==> config.mk <==
export PLATFORM = sky130hd
export DESIGN_NAME = receive_window_dedup_unit
export DESIGN_NICKNAME = d
export VERILOG_FILES = /design/src/rtl/rwd_pkg.sv /design/src/rtl/rwd_ram.sv /design/src/rtl/rwd_front.sv /design/src/rtl/rwd_back.sv /design/src/rtl/receive_window_dedup_unit.sv
export VERILOG_INCLUDE_DIRS = /design/src /design/src/rtl
export SDC_FILE = /design/constraint.sdc
export NUM_CORES = 2
export LEC_CHECK = 0
export ABC_CLOCK_PERIOD_IN_PS = 11800
export BUFFER_PORTS_ARGS = -buffer_cell sky130_fd_sc_hd__buf_4
export CORE_MARGIN = 2
export CORE_UTILIZATION = 57
export CTS_CLUSTER_SIZE = 16
export DETAILED_ROUTE_END_ITERATION = 7
export HOLD_SLACK_MARGIN = 0.08
export PLACE_DENSITY = 0.76
export SYNTH_ARGS = -nofsm -noshare
export SYNTH_HDL_FRONTEND = slang
export SYNTH_HIERARCHICAL = 1
export SYNTH_SLANG_ARGS = --single-unit
==> constraint.sdc <==
create_clock -name clk_i -period 11.8 [get_ports clk_i]
set_input_delay 0.59 -clock clk_i [delete_from_list [all_inputs] [get_ports clk_i]]
set_output_delay 0.59 -clock clk_i [all_outputs]
set_load 0.01 [all_outputs]
==> src/rtl/receive_window_dedup_unit_macros.svh <==
// Assertion helpers shared by the receive window RTL.
// Each macro clocks on clk_i and is disabled while rst_ni is low.
`ifndef RECEIVE_WINDOW_DEDUP_UNIT_MACROS_SVH
`define RECEIVE_WINDOW_DEDUP_UNIT_MACROS_SVH

// Same-cycle implication.
`define RWD_ASSERT_IMP(lbl, ante, cons) \
  lbl: assert property (@(posedge clk_i) disable iff (!rst_ni) (ante) |-> (cons)) \
    else $error("receive window check failed");

// Next-cycle implication.
`define RWD_ASSERT_NXT(lbl, ante, cons) \
  lbl: assert property (@(posedge clk_i) disable iff (!rst_ni) (ante) |=> (cons)) \
    else $error("receive window check failed");

`endif

==> src/rtl/rwd_pkg.sv <==
`timescale 1ns / 1ps

package rwd_pkg;

  localparam int unsigned SENDER_W  = 4;
  localparam int unsigned SEQ_W     = 64;
  localparam int unsigned VERDICT_W = 3;
  localparam int unsigned TDATA_W   = 72;

  // Packet classification
  typedef enum logic [VERDICT_W-1:0] {
    VERDICT_STALE    = 3'd0,
    VERDICT_IN_ORDER = 3'd1,
    VERDICT_NEW      = 3'd2,
    VERDICT_DUP      = 3'd3,
    VERDICT_BEYOND   = 3'd4
  } rwd_verdict_e;

  // Queue entry handed from the front end to the back end
  typedef struct packed {
    logic                oor;
    logic [SENDER_W-1:0] sender;
    logic [SEQ_W-1:0]    seq;
  } rwd_item_t;

  // Result held in the output register
  typedef struct packed {
    logic [SEQ_W-1:0] expected_after;
    logic             send_ack;
    logic             deliver;
    rwd_verdict_e     verdict;
  } rwd_result_t;

endpackage

==> src/rtl/rwd_ram.sv <==
`timescale 1ns / 1ps

module rwd_ram #(
  parameter int unsigned WIDTH = 128,
  parameter int unsigned DEPTH = 16
) (
  input  logic                                     clk_i,
  input  logic                                     we_i,
  input  logic [((DEPTH > 1) ? $clog2(DEPTH) : 1)-1:0] waddr_i,
  input  logic [WIDTH-1:0]                         wdata_i,
  input  logic                                     re_i,
  input  logic [((DEPTH > 1) ? $clog2(DEPTH) : 1)-1:0] raddr_i,
  output logic [WIDTH-1:0]                         rdata_o
);

  logic [WIDTH-1:0] mem_q [DEPTH];

  // Write port
  always_ff @(posedge clk_i) begin
    if (we_i) begin
      mem_q[waddr_i] <= wdata_i;
    end
  end

  // Registered read port
  always_ff @(posedge clk_i) begin
    if (re_i) begin
      rdata_o <= mem_q[raddr_i];
    end
  end

endmodule

==> src/rtl/rwd_front.sv <==
`timescale 1ns / 1ps

`include "receive_window_dedup_unit_macros.svh"

module rwd_front import rwd_pkg::*; #(
  parameter int unsigned NUM_SENDERS = 16
) (
  input  logic                clk_i,
  input  logic                rst_ni,
  input  logic                in_valid_i,
  output logic                in_ready_o,
  input  logic [SENDER_W-1:0] in_sender_i,
  input  logic [SEQ_W-1:0]    in_seq_i,
  output logic                q_valid_o,
  input  logic                q_ready_i,
  output rwd_item_t           q_item_o
);

  localparam logic [8:0] NumSendersW = 9'(NUM_SENDERS);

  rwd_item_t   entry_q [2];
  logic        wr_ptr_q, wr_ptr_d;
  logic        rd_ptr_q, rd_ptr_d;
  logic [1:0]  count_q, count_d;
  logic        push, pop;
  rwd_item_t   push_item;

  // Classify the request: flag senders with no window
  always_comb begin
    push_item.oor    = (9'(in_sender_i) >= NumSendersW);
    push_item.sender = in_sender_i;
    push_item.seq    = in_seq_i;
  end

  assign in_ready_o = (count_q != 2'd2);
  assign q_valid_o  = (count_q != 2'd0);
  assign q_item_o   = entry_q[rd_ptr_q];
  assign push       = in_valid_i & in_ready_o;
  assign pop        = q_valid_o & q_ready_i;

  // Advance pointers and fill count
  always_comb begin
    wr_ptr_d = push ? ~wr_ptr_q : wr_ptr_q;
    rd_ptr_d = pop ? ~rd_ptr_q : rd_ptr_q;
    count_d  = count_q;
    if (push && !pop) begin
      count_d = count_q + 2'd1;
    end else if (pop && !push) begin
      count_d = count_q - 2'd1;
    end
  end

  always_ff @(posedge clk_i or negedge rst_ni) begin
    if (!rst_ni) begin
      wr_ptr_q <= 1'b0;
      rd_ptr_q <= 1'b0;
      count_q  <= 2'd0;
    end else begin
      wr_ptr_q <= wr_ptr_d;
      rd_ptr_q <= rd_ptr_d;
      count_q  <= count_d;
    end
  end

  // Hold queued requests
  always_ff @(posedge clk_i) begin
    if (push) begin
      entry_q[wr_ptr_q] <= push_item;
    end
  end

  `RWD_ASSERT_IMP(a_fill_bounded, 1'b1, count_q != 2'd3)
  `RWD_ASSERT_NXT(a_push_only_fills, push && !pop, count_q != 2'd0)
  `RWD_ASSERT_IMP(a_ptrs_agree, count_q == 2'd0 || count_q == 2'd2, wr_ptr_q == rd_ptr_q)

endmodule

==> src/rtl/rwd_back.sv <==
`timescale 1ns / 1ps

`include "receive_window_dedup_unit_macros.svh"

module rwd_back import rwd_pkg::*; #(
  parameter int unsigned NUM_SENDERS = 16,
  parameter int unsigned WINDOW      = 64
) (
  input  logic        clk_i,
  input  logic        rst_ni,
  input  logic        q_valid_i,
  output logic        q_ready_o,
  input  rwd_item_t   q_item_i,
  output logic        out_valid_o,
  input  logic        out_ready_i,
  output rwd_result_t out_result_o
);

  localparam int unsigned AW = (NUM_SENDERS > 1) ? $clog2(NUM_SENDERS) : 1;
  localparam int unsigned BW = $clog2(WINDOW);
  localparam int unsigned CW = $clog2(WINDOW + 1);
  localparam int unsigned RW = SEQ_W + WINDOW;

  localparam logic [1:0] ST_IDLE   = 2'd0;
  localparam logic [1:0] ST_CALC   = 2'd1;
  localparam logic [1:0] ST_FINISH = 2'd2;

  logic [1:0]             state_q, state_d;
  logic [NUM_SENDERS-1:0] valid_q;
  rwd_item_t              item_q;
  logic [SEQ_W-1:0]       exp_q;
  logic [WINDOW-1:0]      map_q;
  rwd_verdict_e           verdict_q;
  logic [CW-1:0]          ones_q;
  logic [BW-1:0]          bit_q;
  logic                   out_valid_q;
  rwd_result_t            out_q;

  logic [7:0]             q_sender_ext, item_sender_ext;
  logic [AW-1:0]          q_addr, item_addr;
  logic                   pop, ram_re, ram_we, fire;
  logic [RW-1:0]          ram_rdata, ram_wdata;

  logic [SEQ_W-1:0]       cur_exp, diff, diff_m1;
  logic [WINDOW-1:0]      cur_map;
  logic                   is_lt, is_zero, in_win;
  rwd_verdict_e           verdict_c;
  logic [CW-1:0]          ones_c;

  logic [SEQ_W-1:0]       new_exp;
  logic [WINDOW-1:0]      new_map;
  logic                   deliver_c, ack_c;

  // Count trailing ones of the window bitmap
  function automatic logic [CW-1:0] trailing_ones(input logic [WINDOW-1:0] v);
    logic [CW-1:0] n;
    n = CW'(WINDOW);
    for (int i = WINDOW - 1; i >= 0; i--) begin
      if (!v[i]) begin
        n = CW'(i);
      end
    end
    return n;
  endfunction

  assign q_sender_ext    = 8'(q_item_i.sender);
  assign item_sender_ext = 8'(item_q.sender);
  assign q_addr          = q_sender_ext[AW-1:0];
  assign item_addr       = item_sender_ext[AW-1:0];

  assign q_ready_o = (state_q == ST_IDLE);
  assign pop       = q_valid_i & q_ready_o;
  assign ram_re    = pop & ~q_item_i.oor;
  assign fire      = (state_q == ST_FINISH) & (~out_valid_q | out_ready_i);
  assign ram_we    = fire & ~item_q.oor;

  // Per-sender window state, read in the cycle before classification
  rwd_ram #(
    .WIDTH (RW),
    .DEPTH (NUM_SENDERS)
  ) u_state_ram (
    .clk_i   (clk_i),
    .we_i    (ram_we),
    .waddr_i (item_addr),
    .wdata_i (ram_wdata),
    .re_i    (ram_re),
    .raddr_i (q_addr),
    .rdata_o (ram_rdata)
  );

  // Classify against the expected number; unwritten entries read as reset state
  always_comb begin
    cur_exp = valid_q[item_addr] ? ram_rdata[SEQ_W-1:0] : SEQ_W'(1);
    cur_map = valid_q[item_addr] ? ram_rdata[RW-1:SEQ_W] : '0;
    is_lt   = (item_q.seq < cur_exp);
    diff    = item_q.seq - cur_exp;
    diff_m1 = item_q.seq + ~cur_exp;
    is_zero = (diff == '0);
    in_win  = (diff <= SEQ_W'(WINDOW));
    ones_c  = trailing_ones(cur_map);
    if (is_lt) begin
      verdict_c = VERDICT_STALE;
    end else if (is_zero) begin
      verdict_c = VERDICT_IN_ORDER;
    end else if (in_win) begin
      verdict_c = cur_map[diff_m1[BW-1:0]] ? VERDICT_DUP : VERDICT_NEW;
    end else begin
      verdict_c = VERDICT_BEYOND;
    end
  end

  // Update the window and form the result
  always_comb begin
    new_exp   = exp_q;
    new_map   = map_q;
    deliver_c = 1'b0;
    ack_c     = 1'b1;
    case (verdict_q) inside
      VERDICT_IN_ORDER: begin
        new_exp   = exp_q + SEQ_W'(ones_q) + SEQ_W'(1);
        new_map   = (map_q >> 1) >> ones_q;
        deliver_c = 1'b1;
      end
      VERDICT_NEW: begin
        new_map   = map_q | (WINDOW'(1) << bit_q);
        deliver_c = 1'b1;
      end
      VERDICT_STALE, VERDICT_DUP: begin
        ack_c = 1'b1;
      end
      default: begin
        ack_c = 1'b0;
      end
    endcase
    if (item_q.oor) begin
      deliver_c = 1'b0;
      ack_c     = 1'b0;
    end
  end

  assign ram_wdata = {new_map, new_exp};

  // Sequence one request through read, classify and update
  always_comb begin
    state_d = state_q;
    unique case (state_q)
      ST_IDLE: begin
        if (pop) begin
          state_d = q_item_i.oor ? ST_FINISH : ST_CALC;
        end
      end
      ST_CALC: begin
        state_d = ST_FINISH;
      end
      ST_FINISH: begin
        if (fire) begin
          state_d = ST_IDLE;
        end
      end
      default: begin
        state_d = ST_IDLE;
      end
    endcase
  end

  always_ff @(posedge clk_i or negedge rst_ni) begin
    if (!rst_ni) begin
      state_q     <= ST_IDLE;
      valid_q     <= '0;
      out_valid_q <= 1'b0;
    end else begin
      state_q <= state_d;
      if (ram_we) begin
        valid_q[item_addr] <= 1'b1;
      end
      if (fire) begin
        out_valid_q <= 1'b1;
      end else if (out_ready_i) begin
        out_valid_q <= 1'b0;
      end
    end
  end

  // Hold the request, the classification and the result
  always_ff @(posedge clk_i) begin
    if (pop) begin
      item_q    <= q_item_i;
      verdict_q <= VERDICT_BEYOND;
    end
    if (state_q == ST_CALC) begin
      exp_q     <= cur_exp;
      map_q     <= cur_map;
      verdict_q <= verdict_c;
      ones_q    <= ones_c;
      bit_q     <= diff_m1[BW-1:0];
    end
    if (fire) begin
      out_q.verdict        <= item_q.oor ? VERDICT_BEYOND : verdict_q;
      out_q.deliver        <= deliver_c;
      out_q.send_ack       <= ack_c;
      out_q.expected_after <= item_q.oor ? '0 : new_exp;
    end
  end

  assign out_valid_o  = out_valid_q;
  assign out_result_o = out_q;

  `RWD_ASSERT_NXT(a_write_then_idle, ram_we, state_q == ST_IDLE)
  `RWD_ASSERT_IMP(a_write_in_finish, ram_we, state_q == ST_FINISH && !item_q.oor)
  `RWD_ASSERT_NXT(a_read_then_calc, ram_re, state_q == ST_CALC)

endmodule

==> src/rtl/receive_window_dedup_unit.sv <==
`timescale 1ns / 1ps

// Per-sender receive window with duplicate detection. Each request on the slave
// side is a packet header (sender, sequence number); each gives exactly one result
// on the master side: verdict, deliver, send_ack and the sender's next expected
// number. A two-entry queue decouples the input from the window engine, so new
// headers are taken while a result waits. The engine handles one header at a time,
// stepping through state memory read, classify, and update and write back; a
// header from a sender at or above NUM_SENDERS skips the read and classify
// steps. Window state lives in a single-port-write memory of NUM_SENDERS
// entries; per-entry valid flags give reset values, so no clearing pass is
// needed and the block accepts requests straight after reset.

module receive_window_dedup_unit import rwd_pkg::*; #(
  parameter int unsigned NUM_SENDERS = 16,
  parameter int unsigned WINDOW      = 64
) (
  input  logic               clk_i,
  input  logic               rst_ni,
  input  logic               s_axis_tvalid,
  output logic               s_axis_tready,
  // [3:0] sender_index, [67:4] seq_number, [71:68] zero
  input  logic [TDATA_W-1:0] s_axis_tdata,
  output logic               m_axis_tvalid,
  input  logic               m_axis_tready,
  // [2:0] verdict, [3] deliver, [4] send_ack, [68:5] expected_after, [71:69] zero
  output logic [TDATA_W-1:0] m_axis_tdata
);

  logic        q_valid, q_ready;
  rwd_item_t   q_item;
  rwd_result_t result;

  rwd_front #(
    .NUM_SENDERS (NUM_SENDERS)
  ) u_front (
    .clk_i       (clk_i),
    .rst_ni      (rst_ni),
    .in_valid_i  (s_axis_tvalid),
    .in_ready_o  (s_axis_tready),
    .in_sender_i (s_axis_tdata[SENDER_W-1:0]),
    .in_seq_i    (s_axis_tdata[SENDER_W+SEQ_W-1:SENDER_W]),
    .q_valid_o   (q_valid),
    .q_ready_i   (q_ready),
    .q_item_o    (q_item)
  );

  rwd_back #(
    .NUM_SENDERS (NUM_SENDERS),
    .WINDOW      (WINDOW)
  ) u_back (
    .clk_i        (clk_i),
    .rst_ni       (rst_ni),
    .q_valid_i    (q_valid),
    .q_ready_o    (q_ready),
    .q_item_i     (q_item),
    .out_valid_o  (m_axis_tvalid),
    .out_ready_i  (m_axis_tready),
    .out_result_o (result)
  );

  // Pack the result, verdict in the lowest bits
  assign m_axis_tdata = TDATA_W'(result);

endmodule

Word level (Yosys, flattened, before mapping). Memory sizes are Yosys's and may differ from the RTL's. A register that Yosys moved wholly into a read port is not among the register bits. Cells that the tools add are included.

Register bits: 305. Bits in writable memories: 2184. Output and inout port bits: 74. Memories kept: 2.

$add $sub $neg: 6. Order comparisons: 5. Eq/ne operators: 8. Shift operators: 2. Muxes and demuxes: 97. Bitwise logic cells: 14. Reduce and logical (&&, ||, !) cells: 20.

Memory list: u_back.u_state_ram.mem_q (depth 16, width 128, rd ports 1, clocked after memory_dff 1, write ports 1, RTL line rwd_ram.sv:16) `logic [WIDTH-1:0] mem_q [DEPTH];`; u_front.entry_q (depth 2, width 68, rd ports 1, clocked after memory_dff 0, write ports 1, RTL line rwd_front.sv:21) `rwd_item_t entry_q [2];`.

Operators by type and width (number): 2-to-1 mux 64 bit (5); 2-to-1 mux 6 bit (31); 2-to-1 mux 5 bit (16); adder 64 x 1 -> 64 bit, second input constant (1); adder 64 x 7 -> 64 bit (1); <= comparator 64 x 7 -> 1 bit, second input constant (1); zero test 64 bit (1); < comparator 64 bit (1); OR 64 bit (1); << shifter 1 x 6 -> 64 bit, first input constant (1); right shift 63 x 7 -> 64 bit (1); subtractor 64 bit (1); AND reduction 63 bit (1); 2-to-1 mux 4 bit (8); AND reduction 32 bit (1); 2-to-1 mux 3 bit (9); 2-to-1 mux 1 bit (16); OR 16 bit (1); AND reduction 16 bit (1); 2-to-1 mux 2 bit (7); AND reduction 8 bit (1); nonzero test 2 bit (4); < comparator 6 x 7 -> 1 bit, second input constant (1); 2-to-1 mux 7 bit (1); 27 further kinds (40).

Depth between registers and ports, before layout.
Depth after elaboration: 66. Gate-level depth with buffers: 20. Mapped depth without buffers: 15.

Hierarchy. The synthesis kept the hierarchy.

By module, submodules not included: rwd_ram (instances 1, cells each 3354, area each 80744.9 um2, seq. area each 65342.7 um2); rwd_back (instances 1, cells each 2398, area each 22437.8 um2, seq. area each 8943.6 um2); rwd_front (instances 1, cells each 232, area each 5154.9 um2, seq. area each 4184.0 um2); receive_window_dedup_unit (instances 1, cells each 4, area each 26.3 um2, seq. area each 0.0 um2).

Worst setup path after synthesis. Ideal clock, no wire load.

Path kind: input -> register. Start: input m_axis_tready. End: memory u_back.u_state_ram.mem_q[0][0] (enable). Library setup time: 0.772 ns. Arrival: 10.273 ns. Data required time: 11.028 ns. Path slack: 0.755 ns. Stages on the path: 4. Path buffers: 0. Path through: nor2b_1 > nor3_1 > or3b_2 > nor3_1.

Cells in the longest elaborated chain, start to end: 5.

RTL lines: from (decl) (RTL line receive_window_dedup_unit.sv:25) `input logic m_axis_tready,`; OR 1 bit (RTL line rwd_back.sv:74) `assign fire = (state_q == ST_FINISH) & (~out_valid_q | out_ready_i);`; AND 1 bit (RTL line rwd_back.sv:74); AND 1 bit (RTL line rwd_back.sv:75) `assign ram_we = fire & ~item_q.oor;`; via u_back.ram_we (RTL line rwd_back.sv:41) `logic pop, ram_re, ram_we, fire;`; 2-to-1 mux 1 bit (RTL line rwd_ram.sv:20) `if (we_i) begin`; 2-to-1 mux 1 bit (implied by the code) (RTL line rwd_ram.sv:21) `mem_q[waddr_i] <= wdata_i;`; to (decl) (RTL line rwd_ram.sv:16).

The timed path passes the listed nets, and every way through them passes these cells.

Final worst setup path.
Start: register u_back.item_q (netlist bit u_back/item_addr[0]). End: register u_back.verdict_q[1] (data pin).

Cells in the longest elaborated chain, start to end: 9. Elaborated cells on any way between the ends: 11. Those cells by class: 1 x add/sub; 2 x order compare; 7 x mux; 1 x reduce/logical.

RTL lines: from (decl) (RTL line rwd_back.sv:30) `rwd_item_t item_q;`; from (signal assigned) (RTL line rwd_back.sv:187) `item_q <= q_item_i;`; binary-select mux 1 bit (select 4 bit) * (RTL line rwd_back.sv:93) `cur_exp = valid_q[item_addr] ? ram_rdata[SEQ_W-1:0] : SEQ_W'(1);`; 2-to-1 mux 1 bit (implied by the code) * (RTL line rwd_back.sv:93); 2-to-1 mux 64 bit * (RTL line rwd_back.sv:93); subtractor 64 bit (RTL line rwd_back.sv:96) `diff = item_q.seq - cur_exp;`; <= comparator 64 x 7 -> 1 bit (RTL line rwd_back.sv:99) `in_win = (diff <= SEQ_W'(WINDOW));`; 2-to-1 mux 3 bit (RTL line rwd_back.sv:105) `end else if (in_win) begin`; 2-to-1 mux 3 bit (RTL line rwd_back.sv:103) `end else if (is_zero) begin`; 2-to-1 mux 3 bit * (RTL line rwd_back.sv:101) `if (is_lt) begin`; 2-to-1 mux 3 bit * (RTL line rwd_back.sv:190) `if (state_q == ST_CALC) begin`; to (signal assigned) (RTL line rwd_back.sv:193) `verdict_q <= verdict_c;`; to (decl) (RTL line rwd_back.sv:33) `rwd_verdict_e verdict_q;`.

Mark *: on every way between the ends. The rest lies on a longest branch, timed or not. The select of a mux whose other input is x is not followed. A chain may end at the register's enable or synchronous reset.

==> impl_metrics.toml <==
[critical_path]
critPathRequiredTime_ns = 12.56
worstPathArrival_ns = 7.49
crit_family = "simple AND/OR/NAND/NOR gates"
critPathKind = "reg2reg"
crit_buf_inv = 1
cp_slowest_cell = "mux4_4"
critPathMaxStageDelay_ns = 0.90
path_cells = "mux4_2 > mux4_4 > buf_4 > nand2_1 > ha_1 > o21a_1 > o21ai_1 > a211oi_2 > o211a_1 > a21boi_1 > xor2_1 > nand3_1 > nor3_1 > nand2_1 > or4b_1 > nor3_1"
worstPathMaxFanout = 39
worstSetupStartpointType = "register"
rrSetupSlack_ns = 5.07
end_kind = "register"

[clock_tree]
cts_num_sinks = 2617
clk_pin_slew_ns = 0.07
worstSkewPairLatency_ns = 0.92
post_cts_resized = 0
cts_tree = "yes"
cts_root_buffer = "clkbuf_16"
clockBufferDepth = 4
htree_levels = 5
numCtsBuffers = 274

[synthesis]
ys_async_sr_fraction_pct = 0.879
syn_area_sq_mm = 0.108
avgSynthCellArea_sq_um = 18.1
synth_ff_type = "edfxtp_1"
syn-instance-count = 5988
synth_edf_count = 2594
yosysWarnings = 6
ys_ff_latch = 2617
seq_area_frac_synth_pct = 72.4
yosysUniqueCellTypes = 96

[sta]
drv_slew = 0
setup_viol = 0
fmaxAchievable_ghz = 0.149
finalClockSkew_ns = 0.0538
worst_pin_slew_ns = 1.40
fin_crit_sh_pct = 57.0
hold_violations = 0
fin_tns_setup_ns = 0
max-slew-margin-rel_pct = 6.47
rsz0062_at_grt = "false"
layout_min_cycle_time_ns = 6.73

[grt]
grt_max_degree = 117
grt_pass1_vias = 60279
antenna_found_initial = 10
grt_usage_pct = 30.3
grt_pass1_wl_um = 420000
grt-ovfl-total = 0

[cells_and_area]
final_nets = 6476
syn_to_final_growth_pct = 12.7
drive_gt1_share_pct = 22.1
n_fill_cell = 12329

[routing]
ant_nets = 0
drt_iter0_markers = 8838
drt-total-wl_um = 292000
first_pass_iters = 8
viasPerCell = 6.76
vias = 61018
route.detailed.wl_per_inst_um = 32.3
drc = 1

[die]
core_sq_mm = 0.190
die_y_um = 440
rows = 160
die_area_sq_mm = 0.194
pin_count = 150
die_x_um = 440
initial_core_util_pct = 57.2

[placement]
dpl.hpwl_um = 165000
gp_congestion = 1.01
io_buffer_count = 142

[pwr]
p_per_area_mw_per_mm2 = 277
vdd_ir_drop_max_v = 0.000263
cellLeakagePower_nw = 40.4
p_total_mw = 33.8

[min_path]
hold_class = "in2reg"

[flow_run]
drv_cap = 0

[outcome]
violations = "DRC"
outcome = "finished, violations left"
==> placed cells by master, fill, tap and decap left out, types with 80 or more instances in the layout <==
master,count
edfxtp_1,2594
mux4_2,556
nand2_1,429
buf_4,290
clkbuf_16,281
a22oi_1,218
nor2_1,179
a21oi_1,178
o21ai_0,131
inv_1,125
mux2_2,117
nor2b_1,99
and2_1,80
==> synth_stat cells (23+ instances only) <==
master	count	area share [%]
and3_1	39	0.23
nand2b_1	39	0.23
nand2_1	429	1.5
edfxtp_1	2594	72
a21oi_1	178	0.82
buf_1	37	0.13
nor2_1	197	0.68
ha_1	73	0.84
xor2_1	50	0.40
a211oi_1	33	0.23
nor3_1	55	0.25
clkbuf_1	173	0.60
nor2b_1	105	0.61
nand4_1	35	0.20
o22ai_1	43	0.25
a21o_1	28	0.19
buf_4	45	0.31
and2_1	81	0.47
o21ai_0	135	0.62
mux2_2	120	1.2
a22oi_1	218	1.5
xnor2_1	48	0.39
dfrtp_1	23	0.53
buf_2	53	0.24
o221ai_1	46	0.37
mux2i_1	74	0.68
inv_1	127	0.44
nand3_1	66	0.30
mux4_2	557	12
==> layer usage <==
metal	GRT usage [%]	vias up	wire (um)
met5	0	-	21
met4	11.5	4	11600
met3	5.43	601	31300
met2	47.9	3874	140000
met1	42.7	31677	109000
li1	-	24862	-
==> worst reg2reg max path, cell delays in order (launching register included) <==
cell	delay (ns)
edfxtp_1	0.78
mux4_2	0.59
mux4_4	0.90
buf_4	0.45
nand2_1	0.17
ha_1	0.30
o21a_1	0.18
o21ai_1	0.11
a211oi_2	0.61
o211a_1	0.50
a21boi_1	0.21
xor2_1	0.22
nand3_1	0.16
nor3_1	0.55
nand2_1	0.18
or4b_1	0.54
nor3_1	0.15
==> per-stage QoR <==
stage          utilization, %  area, sq um  hold WS [ns]  cells  setup slack (ns)
6_report                 64.4       122000         0.389   9028              5.07
5_1_grt                  64.4       122000         0.358   9023              4.75
4_1_cts                  64.4       122000         0.354   9018              5.20
3_5_place_dp             59.5       113000         0.447   8483              5.20
3_3_place_gp             59.5       113000         0.434   8483              5.31
2_1_floorplan               -       108000         0.294   5990             0.755
==> state kept, by name, summed over array words and instances (netlist names), 6 cells and up <==
| register | count |
|---|---|
| u_back/bit_q | 6 |
| u_back/exp_q | 64 |
| u_back/item_q | 65 |
| u_back/map_q | 64 |
| u_back/ones_q | 7 |
| u_back/out_result_o | 69 |
| u_back/u_state_ram/mem_q | 2048 |
| u_back/u_state_ram/rdata_o | 128 |
| u_back/valid_q | 16 |
| u_front/entry_q | 136 |
==> kinds of logic (layout without fill, tap and decap cells) <==
kind of cell               count (synthesis)  in the layout  share of synthesized area [%]
DFF                                     2617           2617                           72.4
and+or+nand+nor                         1120           1120                           4.95
AOI/OAI and AO/OA                        867            867                           5.46
muxes                                    762            762                           13.7
buffers and inverters                    447            968                           1.85
xor gates and xnor gates                  98             98                          0.792
adders and majority gates                 75             75                          0.880
other                                      2             10                        0.00693
==> area by class of cell <==
class,count,area (sq um),share of cell area [%]
Antenna cell,6,15.0,0.0123
Inverter,128,480,0.394
Clock buffer,339,7260,5.95
Multi-Input combinational cell,2926,28300,23.1
Timing Repair Buffer,378,3200,2.62
Sequential cell,2617,78500,64.3
Tap cell,2511,3140,2.57
Clock inverter,123,1270,1.04
==> path summary, 6_finish.rpt <==
kind,from,end,depth (start not counted)
max,u_back/item_addr[0],u_back/verdict_q[1],16
min,s_axis_tdata[27],u_front/entry_q[1][23],2
max reg2reg,u_back/item_addr[0],u_back/verdict_q[1],16
min reg2reg,u_back/valid_q[10],u_back/valid_q[10],1
max in group asynchronous,rst_ni,u_front/wr_ptr_q,4
min in group asynchronous,rst_ni,u_front/rd_ptr_q,3
==> report_power, final <==
group / leakage [nW] / switching (mW) / internal (mW)
clock: 4.15 / 3.44 / 4.92
sequential: 23.9 / 0.767 / 12.3
combinational: 12.3 / 7.82 / 4.48
total: 40.4 / 12.0 / 21.7
==> what timing repair did <==
action / 4_1_cts / 5_1_grt
buffers inserted: 0 / 0
hold buffers: 73 / 0
endpoints found under the hold margin: 162 / 0
Note: power is estimated with default switching activity, not from simulation.
